$ cat src/sv/iaf_pkg.sv
package iaf_pkg;

    localparam int ValueWidth = 32;
    localparam int BcdDigits  = 10;
    localparam int BcdWidth   = 4 * BcdDigits;

    localparam logic [1:0] OP_SDEC = 2'd0;
    localparam logic [1:0] OP_UDEC = 2'd1;
    localparam logic [1:0] OP_LHEX = 2'd2;
    localparam logic [1:0] OP_UHEX = 2'd3;

    localparam logic [7:0] CH_ZERO  = 8'h30;
    localparam logic [7:0] CH_MINUS = 8'h2d;
    localparam logic [7:0] CH_SPACE = 8'h20;
    localparam logic [7:0] CH_LOWER = 8'h61;
    localparam logic [7:0] CH_UPPER = 8'h41;

    typedef struct packed {
        logic [31:0] value;
        logic [1:0]  opcode;
        logic [5:0]  field_width;
        logic [1:0]  pad_mode;
    } item_t;

    typedef struct packed {
        logic [7:0] char_out;
        logic       last;
    } text_t;

endpackage

$ cat src/sv/iaf_bcd_conv.sv
module iaf_bcd_conv
    import iaf_pkg::*;
(
    input  logic                  clk,
    input  logic                  rst_n,
    input  logic                  start,
    input  logic [ValueWidth-1:0] bin,
    output logic                  done,
    output logic [BcdWidth-1:0]   bcd
);

    localparam int CntWidth = $clog2(ValueWidth);

    logic [ValueWidth-1:0] bin_reg, bin_next;
    logic [BcdWidth-1:0]   bcd_reg, bcd_next;
    logic [CntWidth-1:0]   cnt_reg, cnt_next;
    logic                  run_reg, run_next;
    logic                  done_reg, done_next;
    logic [BcdWidth-1:0]   adj;

    // shift-and-add-3: correct every digit, then shift one bit in
    always_comb
    begin
        for (int i = 0; i < BcdDigits; i++)
        begin
            if (bcd_reg[4*i +: 4] >= 4'd5)
                adj[4*i +: 4] = bcd_reg[4*i +: 4] + 4'd3;
            else
                adj[4*i +: 4] = bcd_reg[4*i +: 4];
        end
    end

    always_comb
    begin
        bin_next  = bin_reg;
        bcd_next  = bcd_reg;
        cnt_next  = cnt_reg;
        run_next  = run_reg;
        done_next = 1'b0;
        if (start)
        begin
            bin_next = bin;
            bcd_next = '0;
            cnt_next = '0;
            run_next = 1'b1;
        end
        else if (run_reg)
        begin
            bcd_next = {adj[BcdWidth-2:0], bin_reg[ValueWidth-1]};
            bin_next = {bin_reg[ValueWidth-2:0], 1'b0};
            cnt_next = cnt_reg + 1'b1;
            if (cnt_reg == CntWidth'(ValueWidth - 1))
            begin
                run_next  = 1'b0;
                done_next = 1'b1;
            end
        end
    end

    always_ff @(posedge clk or negedge rst_n)
    begin
        if (!rst_n)
        begin
            run_reg  <= 1'b0;
            done_reg <= 1'b0;
            cnt_reg  <= '0;
        end
        else
        begin
            run_reg  <= run_next;
            done_reg <= done_next;
            cnt_reg  <= cnt_next;
        end
    end

    always_ff @(posedge clk)
    begin
        bin_reg <= bin_next;
        bcd_reg <= bcd_next;
    end

    assign done = done_reg;
    assign bcd  = bcd_reg;

endmodule

$ cat src/sv/integer_to_ascii_formatter_unit.sv
// a decimal word is converted to BCD first, a hex word is not; leading zero digits are
// then stripped (0 to 9 decimal, 2 to 9 hex); then one character per cycle unless stalled
// decimal: load, shift-and-add-3 of 32 bits, handover; then strip steps, a check, set-up
// words are taken one at a time, the next one the cycle after the last character is
// loaded; text_stall holds back the characters
// rst_n is asynchronous, active low; it empties the output register and idles
module integer_to_ascii_formatter_unit
    import iaf_pkg::*;
#(
    parameter int MAX_WIDTH = 63
)
(
    input  logic  clk,
    input  logic  rst_n,
    input  logic  item_valid,
    output logic  item_stall,
    input  item_t item,
    output logic  text_valid,
    input  logic  text_stall,
    output text_t text
);

    localparam logic [5:0] MaxW = 6'(MAX_WIDTH);

    localparam logic [3:0] ST_IDLE  = 4'd0;
    localparam logic [3:0] ST_CONV  = 4'd1;
    localparam logic [3:0] ST_TRIM  = 4'd2;
    localparam logic [3:0] ST_PREP  = 4'd3;
    localparam logic [3:0] ST_SIGN1 = 4'd4;
    localparam logic [3:0] ST_LPAD  = 4'd5;
    localparam logic [3:0] ST_SIGN2 = 4'd6;
    localparam logic [3:0] ST_DIG   = 4'd7;
    localparam logic [3:0] ST_RPAD  = 4'd8;

    logic [3:0]          state_reg, state_next;
    logic [BcdWidth-1:0] digits_reg, digits_next;
    logic [3:0]          ndig_reg, ndig_next;
    logic [5:0]          padcnt_reg, padcnt_next;
    logic [5:0]          width_reg, width_next;
    logic                left_reg, left_next;
    logic                zfill_reg, zfill_next;
    logic                upper_reg, upper_next;
    logic                sign1_reg, sign1_next;
    logic                sign2_reg, sign2_next;
    text_t               out_reg, out_next;
    logic                out_valid_reg, out_valid_next;

    logic                  accept;
    logic                  neg;
    logic                  hex;
    logic [5:0]            wsat;
    logic [ValueWidth-1:0] mag;
    logic                  conv_start;
    logic                  conv_done;
    logic [BcdWidth-1:0]   conv_bcd;
    logic                  slot_free;
    logic [4:0]            text_len;
    logic [5:0]            prep_pad;
    logic [3:0]            top_dig;
    logic [7:0]            dig_char;
    logic [7:0]            pad_char;

    assign item_stall = (state_reg != ST_IDLE);
    assign accept     = item_valid && !item_stall;
    assign hex        = (item.opcode == OP_LHEX) || (item.opcode == OP_UHEX);
    assign neg        = (item.opcode == OP_SDEC) && item.value[ValueWidth-1];
    assign mag        = neg ? (~item.value + 1'b1) : item.value;
    assign wsat       = (item.field_width > MaxW) ? MaxW : item.field_width;
    assign conv_start = accept && !hex;

    iaf_bcd_conv u_conv (
        .clk   (clk),
        .rst_n (rst_n),
        .start (conv_start),
        .bin   (mag),
        .done  (conv_done),
        .bcd   (conv_bcd)
    );

    assign slot_free = !out_valid_reg || !text_stall;
    assign text_len  = {1'b0, ndig_reg} + {4'b0, sign2_reg};
    assign prep_pad  = ({1'b0, text_len} >= width_reg) ? 6'd0
                                                        : width_reg - {1'b0, text_len};
    assign top_dig   = digits_reg[BcdWidth-1 -: 4];
    assign pad_char  = zfill_reg ? CH_ZERO : CH_SPACE;

    always_comb
    begin
        if (top_dig >= 4'd10)
            dig_char = (upper_reg ? CH_UPPER : CH_LOWER) + {4'b0, top_dig - 4'd10};
        else
            dig_char = CH_ZERO + {4'b0, top_dig};
    end

    always_comb
    begin
        state_next     = state_reg;
        digits_next    = digits_reg;
        ndig_next      = ndig_reg;
        padcnt_next    = padcnt_reg;
        width_next     = width_reg;
        left_next      = left_reg;
        zfill_next     = zfill_reg;
        upper_next     = upper_reg;
        sign1_next     = sign1_reg;
        sign2_next     = sign2_reg;
        out_next       = out_reg;
        out_valid_next = out_valid_reg && text_stall;

        unique case (state_reg)
            ST_IDLE:
            begin
                if (accept)
                begin
                    left_next   = item.pad_mode[0];
                    zfill_next  = item.pad_mode[1];
                    upper_next  = (item.opcode == OP_UHEX);
                    // zero fill puts the sign ahead of the padding
                    sign1_next  = neg && (wsat != 6'd0) && item.pad_mode[1];
                    sign2_next  = neg && !((wsat != 6'd0) && item.pad_mode[1]);
                    width_next  = wsat - {5'b0, neg && (wsat != 6'd0) && item.pad_mode[1]};
                    ndig_next   = 4'(BcdDigits);
                    digits_next = {{(BcdWidth-ValueWidth){1'b0}}, item.value};
                    state_next  = hex ? ST_TRIM : ST_CONV;
                end
            end
            ST_CONV:
            begin
                if (conv_done)
                begin
                    digits_next = conv_bcd;
                    state_next  = ST_TRIM;
                end
            end
            ST_TRIM:
            begin
                if ((top_dig == 4'd0) && (ndig_reg != 4'd1))
                begin
                    digits_next = {digits_reg[BcdWidth-5:0], 4'b0};
                    ndig_next   = ndig_reg - 1'b1;
                end
                else
                begin
                    state_next = ST_PREP;
                end
            end
            ST_PREP:
            begin
                padcnt_next = prep_pad;
                priority if (sign1_reg)
                    state_next = ST_SIGN1;
                else if (!left_reg && (prep_pad != 6'd0))
                    state_next = ST_LPAD;
                else if (sign2_reg)
                    state_next = ST_SIGN2;
                else
                    state_next = ST_DIG;
            end
            ST_SIGN1:
            begin
                if (slot_free)
                begin
                    out_next       = '{char_out: CH_MINUS, last: 1'b0};
                    out_valid_next = 1'b1;
                    if (!left_reg && (padcnt_reg != 6'd0))
                        state_next = ST_LPAD;
                    else
                        state_next = ST_DIG;
                end
            end
            ST_LPAD:
            begin
                if (slot_free)
                begin
                    out_next       = '{char_out: pad_char, last: 1'b0};
                    out_valid_next = 1'b1;
                    padcnt_next    = padcnt_reg - 1'b1;
                    if (padcnt_reg == 6'd1)
                        state_next = sign2_reg ? ST_SIGN2 : ST_DIG;
                end
            end
            ST_SIGN2:
            begin
                if (slot_free)
                begin
                    out_next       = '{char_out: CH_MINUS, last: 1'b0};
                    out_valid_next = 1'b1;
                    state_next     = ST_DIG;
                end
            end
            ST_DIG:
            begin
                if (slot_free)
                begin
                    out_next.char_out = dig_char;
                    out_next.last     = (ndig_reg == 4'd1) &&
                                        !(left_reg && (padcnt_reg != 6'd0));
                    out_valid_next    = 1'b1;
                    digits_next       = {digits_reg[BcdWidth-5:0], 4'b0};
                    ndig_next         = ndig_reg - 1'b1;
                    if (ndig_reg == 4'd1)
                        state_next = (left_reg && (padcnt_reg != 6'd0)) ? ST_RPAD : ST_IDLE;
                end
            end
            ST_RPAD:
            begin
                if (slot_free)
                begin
                    out_next       = '{char_out: pad_char, last: (padcnt_reg == 6'd1)};
                    out_valid_next = 1'b1;
                    padcnt_next    = padcnt_reg - 1'b1;
                    if (padcnt_reg == 6'd1)
                        state_next = ST_IDLE;
                end
            end
            default:
            begin
                state_next = ST_IDLE;
            end
        endcase
    end

    always_ff @(posedge clk or negedge rst_n)
    begin
        if (!rst_n)
        begin
            state_reg     <= ST_IDLE;
            out_valid_reg <= 1'b0;
        end
        else
        begin
            state_reg     <= state_next;
            out_valid_reg <= out_valid_next;
        end
    end

    always_ff @(posedge clk)
    begin
        digits_reg <= digits_next;
        ndig_reg   <= ndig_next;
        padcnt_reg <= padcnt_next;
        width_reg  <= width_next;
        left_reg   <= left_next;
        zfill_reg  <= zfill_next;
        upper_reg  <= upper_next;
        sign1_reg  <= sign1_next;
        sign2_reg  <= sign2_next;
        out_reg    <= out_next;
    end

    assign text_valid = out_valid_reg;
    assign text       = out_reg;

endmodule
$ cat config.mk
export PLATFORM = sky130hd
export DESIGN_NAME = integer_to_ascii_formatter_unit
export DESIGN_NICKNAME = d
export VERILOG_FILES = /design/src/sv/iaf_pkg.sv /design/src/sv/iaf_bcd_conv.sv /design/src/sv/integer_to_ascii_formatter_unit.sv
export SDC_FILE = /design/constraint.sdc
export NUM_CORES = 1
export LEC_CHECK = 0
export BUFFER_PORTS_ARGS = -buffer_cell sky130_fd_sc_hd__buf_4
export CORE_UTILIZATION = 36
export CTS_CLUSTER_SIZE = 25
export DETAILED_ROUTE_END_ITERATION = 8
export SYNTH_ARGS = -nofsm -noshare
export SYNTH_HDL_FRONTEND = slang
export SYNTH_HIERARCHICAL = 1
export SYNTH_SLANG_ARGS = --single-unit
$ cat constraint.sdc
create_clock -name clk -period 11.56 [get_ports clk]
set_clock_uncertainty 0.2 [all_clocks]
set_input_delay 2.312 -clock clk [delete_from_list [all_inputs] [get_ports clk]]
set_output_delay 2.312 -clock clk [all_outputs]
set_load 0.02 [all_outputs]
==> out/results.tsv <==
stage	metric	value	unit
worst_setup_path	R2R setup slack	7.63	ns
cts	later-pin clock latency in the skew report	0.42	ns
logic_synthesis	top-count cell post-synth	nand2_1	
detailed_routing	DR pass1 iterations	6	
logic_synthesis	Mapped Area	9020	um^2
worst_setup_path	CP most frequent cell	buf_4	
floorplan	row count	57	
logic_synthesis	Avg Synthesized Cell Area	9.89	um^2
floorplan	Starting Density	0.369	
logic_synthesis	Gate Count Post-Synth	912	
floorplan	Die ar.	25700	um^2
cells_and_area	# diodes	0	
cells_and_area	multi-input logic area	4480	um^2
floorplan	Die W	160	um
worst_setup_path	Worst EP required	11.64	ns
cells_and_area	FF/Latch Area	4140	um^2
cts	clock-pin slew on the worst setup and hold paths	0.06	ns
logic_synthesis	dominant cell type by area after synthesis	edfxtp_1	
global_routing	total track usage	0.166	
detailed_routing	DRT antenna net count	0	
floorplan	Die Y	160	um
cts	setup repair bufs after CTS	0	
cts	H-tree depth	4	
logic_synthesis	syn nets	1001	
sta	final period utilization	0.416	
cts	CTS tree	built	
logic_synthesis	Yosys cell types	73	
detailed_routing	post-DR wirelength/cell	16.0	um
cts	Longest Clk Path Bufs	2	
power	Pwr per Cell Area	280	nW/um^2
global_routing	global-route wire length before repair	34.4	mm
worst_setup_path	crit-path cells	buf_4, and3_1, nor2b_4, buf_4, buf_4, and2b_1, a21bo_2, o32ai_1	
sta	# setup viols final	0	
global_routing	pin count of the biggest net entering global routing	57	
worst_setup_path	Worst Path Max Fanout	45	
detailed_routing	mean number of vias per cell	5.35	
sta	post-layout minimum cycle time	4.81	ns
place	I/O Buffers	55	
cts	CTS Hold Buffers Added	0	
power	VDD IR-drop max	111	uV
logic_synthesis	share of flip-flops with an asynchronous set or reset	0.0784	
sta	Slew HR	0.352	
logic_synthesis	sequential element share of the synthesized area	0.458	
place	Placed Instances	1255	
sta	RSZ-0062 raised after global routing	no	
worst_setup_path	worst-path cell with the longest stage delay	and3_1	
cells_and_area	Layout Utilization	0.421	
global_routing	gr ovfl total	0	
cts	TritonCTS buffer count	17	
detailed_routing	DRC violations left	0	
floorplan	core area	24500	um^2
sta	maximum clock frequency	208	MHz
logic_synthesis	top cells by count, synth	109 x nand2_1, 101 x edfxtp_1, 59 x inv_1	
sta	Fin Setup TNS	0	ns
cts	clock root cell	clkbuf_16	
place	gpl congestion	0.810	
cells_and_area	ratio of cells with drive above 1 in the final layout	0.167	
place	DP HPWL	14.2	mm
worst_setup_path	Worst setup SP type	input port	
worst_setup_path	CP peak stage delay	0.55	ns
sta	Pins Over Slew Limit	0	
cells_and_area	Area Growth Syn to Fin	14.2	%
logic_synthesis	Area contributors post-synth	edfxtp_1 34%, dfxtp_1 8.9%, ha_1 5.8%, nand2_1 4.5%, mux2_2 4.1%	
cells_and_area	post-route cell area	10300	um^2
detailed_routing	total number of vias	6891	
flow_run	max_cap viols	0	
logic_synthesis	Synth top area share	0.336	
detailed_routing	final WL	20.6	mm
logic_synthesis	most common flop cell mapped by yosys	edfxtp_1	
logic_synthesis	Syn. warnings	6	
logic_synthesis	number of synthesized flops with an enable pin	101	
detailed_routing	1st-iter DRT viols	448	
floorplan	Ports	57	
cells_and_area	fin nets	1039	
status	status	finished, final reports clean	
sta	Worst-Margin Slew	0.964	ns
place	Area after DPL	9710	um^2
hold_path	Hold Path Class	register to register	
cts	# clock sinks	153	
global_routing	vias in the first global route	6699	
cells_and_area	Layout Cells excl Fill	1287	
power	leakage power	3.99	nW
logic_synthesis	Synth Register Bits	153	
worst_setup_path	crit path buf inv count	3	
global_routing	initial antenna violation count	0	
sta	Fin. Hold Viols	0	
cts	post-CTS sizing	0	
worst_setup_path	Worst setup EP type	register	
worst_setup_path	Worst Path Arrival	4.88	ns
cells_and_area	Fillers	2359	
worst_setup_path	cell family with most CP delay	simple AND/OR/NAND/NOR gates	
worst_setup_path	Crit Path Category	input port to register	
[cell usage in the layout (no fill, tap or decap), types with 6 or more instances in the layout]
cell	n
nand2_1	109
edfxtp_1	101
buf_4	62
inv_1	59
nor2_1	58
a21oi_1	52
ha_1	42
dfxtp_1	40
o21ai_0	38
mux2_2	33
a22oi_1	29
xnor2_1	28
xor2_1	24
nor3_1	21
nand3_1	20
clkbuf_16	19
o21ai_1	12
o31ai_1	11
nand4_1	11
dfrtp_1	11
a22o_1	10
nor2b_1	10
o22ai_1	10
nand2b_1	9
o32ai_1	9
or3_1	8
a31oi_1	7
and2_1	6
mux2i_1	6
nor4_1	6
a311oi_2	6
o22a_2	6
a21bo_2	6
[final cells by class]
type                            instances  share of cell area
Clock buffer                           20              0.0465
Clock inverter                         12              0.0113
Inverter                               59              0.0215
Multi-Input combinational cell        657               0.435
Sequential cell                       153               0.401
Tap cell                              324              0.0393
Timing Repair Buffer                   62              0.0452
[worst register-to-register path: cells and delay by family, from the launching register on]
kind                   cells  cell delay, ns
buffers and inverters      2            1.04
DFF                        1            0.60
and+or+nand+nor            4            1.66
AOI/OAI and AO/OA          2            0.29
[where the power goes]
part           switching, mW  total, mW  internal, mW
combinational          0.691       1.19         0.499
sequential             0.213       1.13         0.916
clock                  0.226      0.567         0.342
total                   1.13       2.89          1.76
[worst paths after layout]
path	startpoint	cells after the start	end
worst min register to register	u_conv/bcd[39]	2	u_conv/bcd[39]
worst max register to register	state_reg[3]	8	u_conv/bcd[21]
min in group asynchronous	rst_n	1	u_conv/cnt_reg[1]
max in group asynchronous	rst_n	1	u_conv/run_reg
worst max-delay path	item_valid	8	u_conv/bcd[21]
worst min-delay path	u_conv/bcd[39]	2	u_conv/bcd[39]
[logic make-up (layout without fill, tap and decap cells)]
family | Yosys count | in the layout | synth area share
flip-flops | 153 | 153 | 0.458
adder cells (fa/ha/maj) | 43 | 43 | 0.0605
XOR/XNOR | 52 | 52 | 0.0505
AO/OA/AOI/OAI | 226 | 226 | 0.172
buffers and inverters | 102 | 153 | 0.0476
multiplexers | 39 | 39 | 0.0478
other | 1 | 1 | 0.000416
AND/OR/NAND/NOR | 296 | 296 | 0.163
[metal layers]
metal | track usage | vias up | part of all wire
li1 | - | 3411 | -
met1 | 0.216 | 3314 | 0.47
met2 | 0.281 | 145 | 0.48
met3 | 0.0336 | 21 | 0.041
met4 | 0.0433 | 0 | 0.010
met5 | 0 | - | 0
[through the flow]
step                worst slack, ns  total power, mW  hold WS [ns]
floorplan                      6.13             2.02         0.245
global placement               6.30             2.30         0.269
detailed placement             6.24             2.33         0.271
CTS                            6.70             2.90         0.279
global route                   6.56             3.13         0.317
finish                         6.75             2.89         0.276
Power figures use the tool's default switching activity.
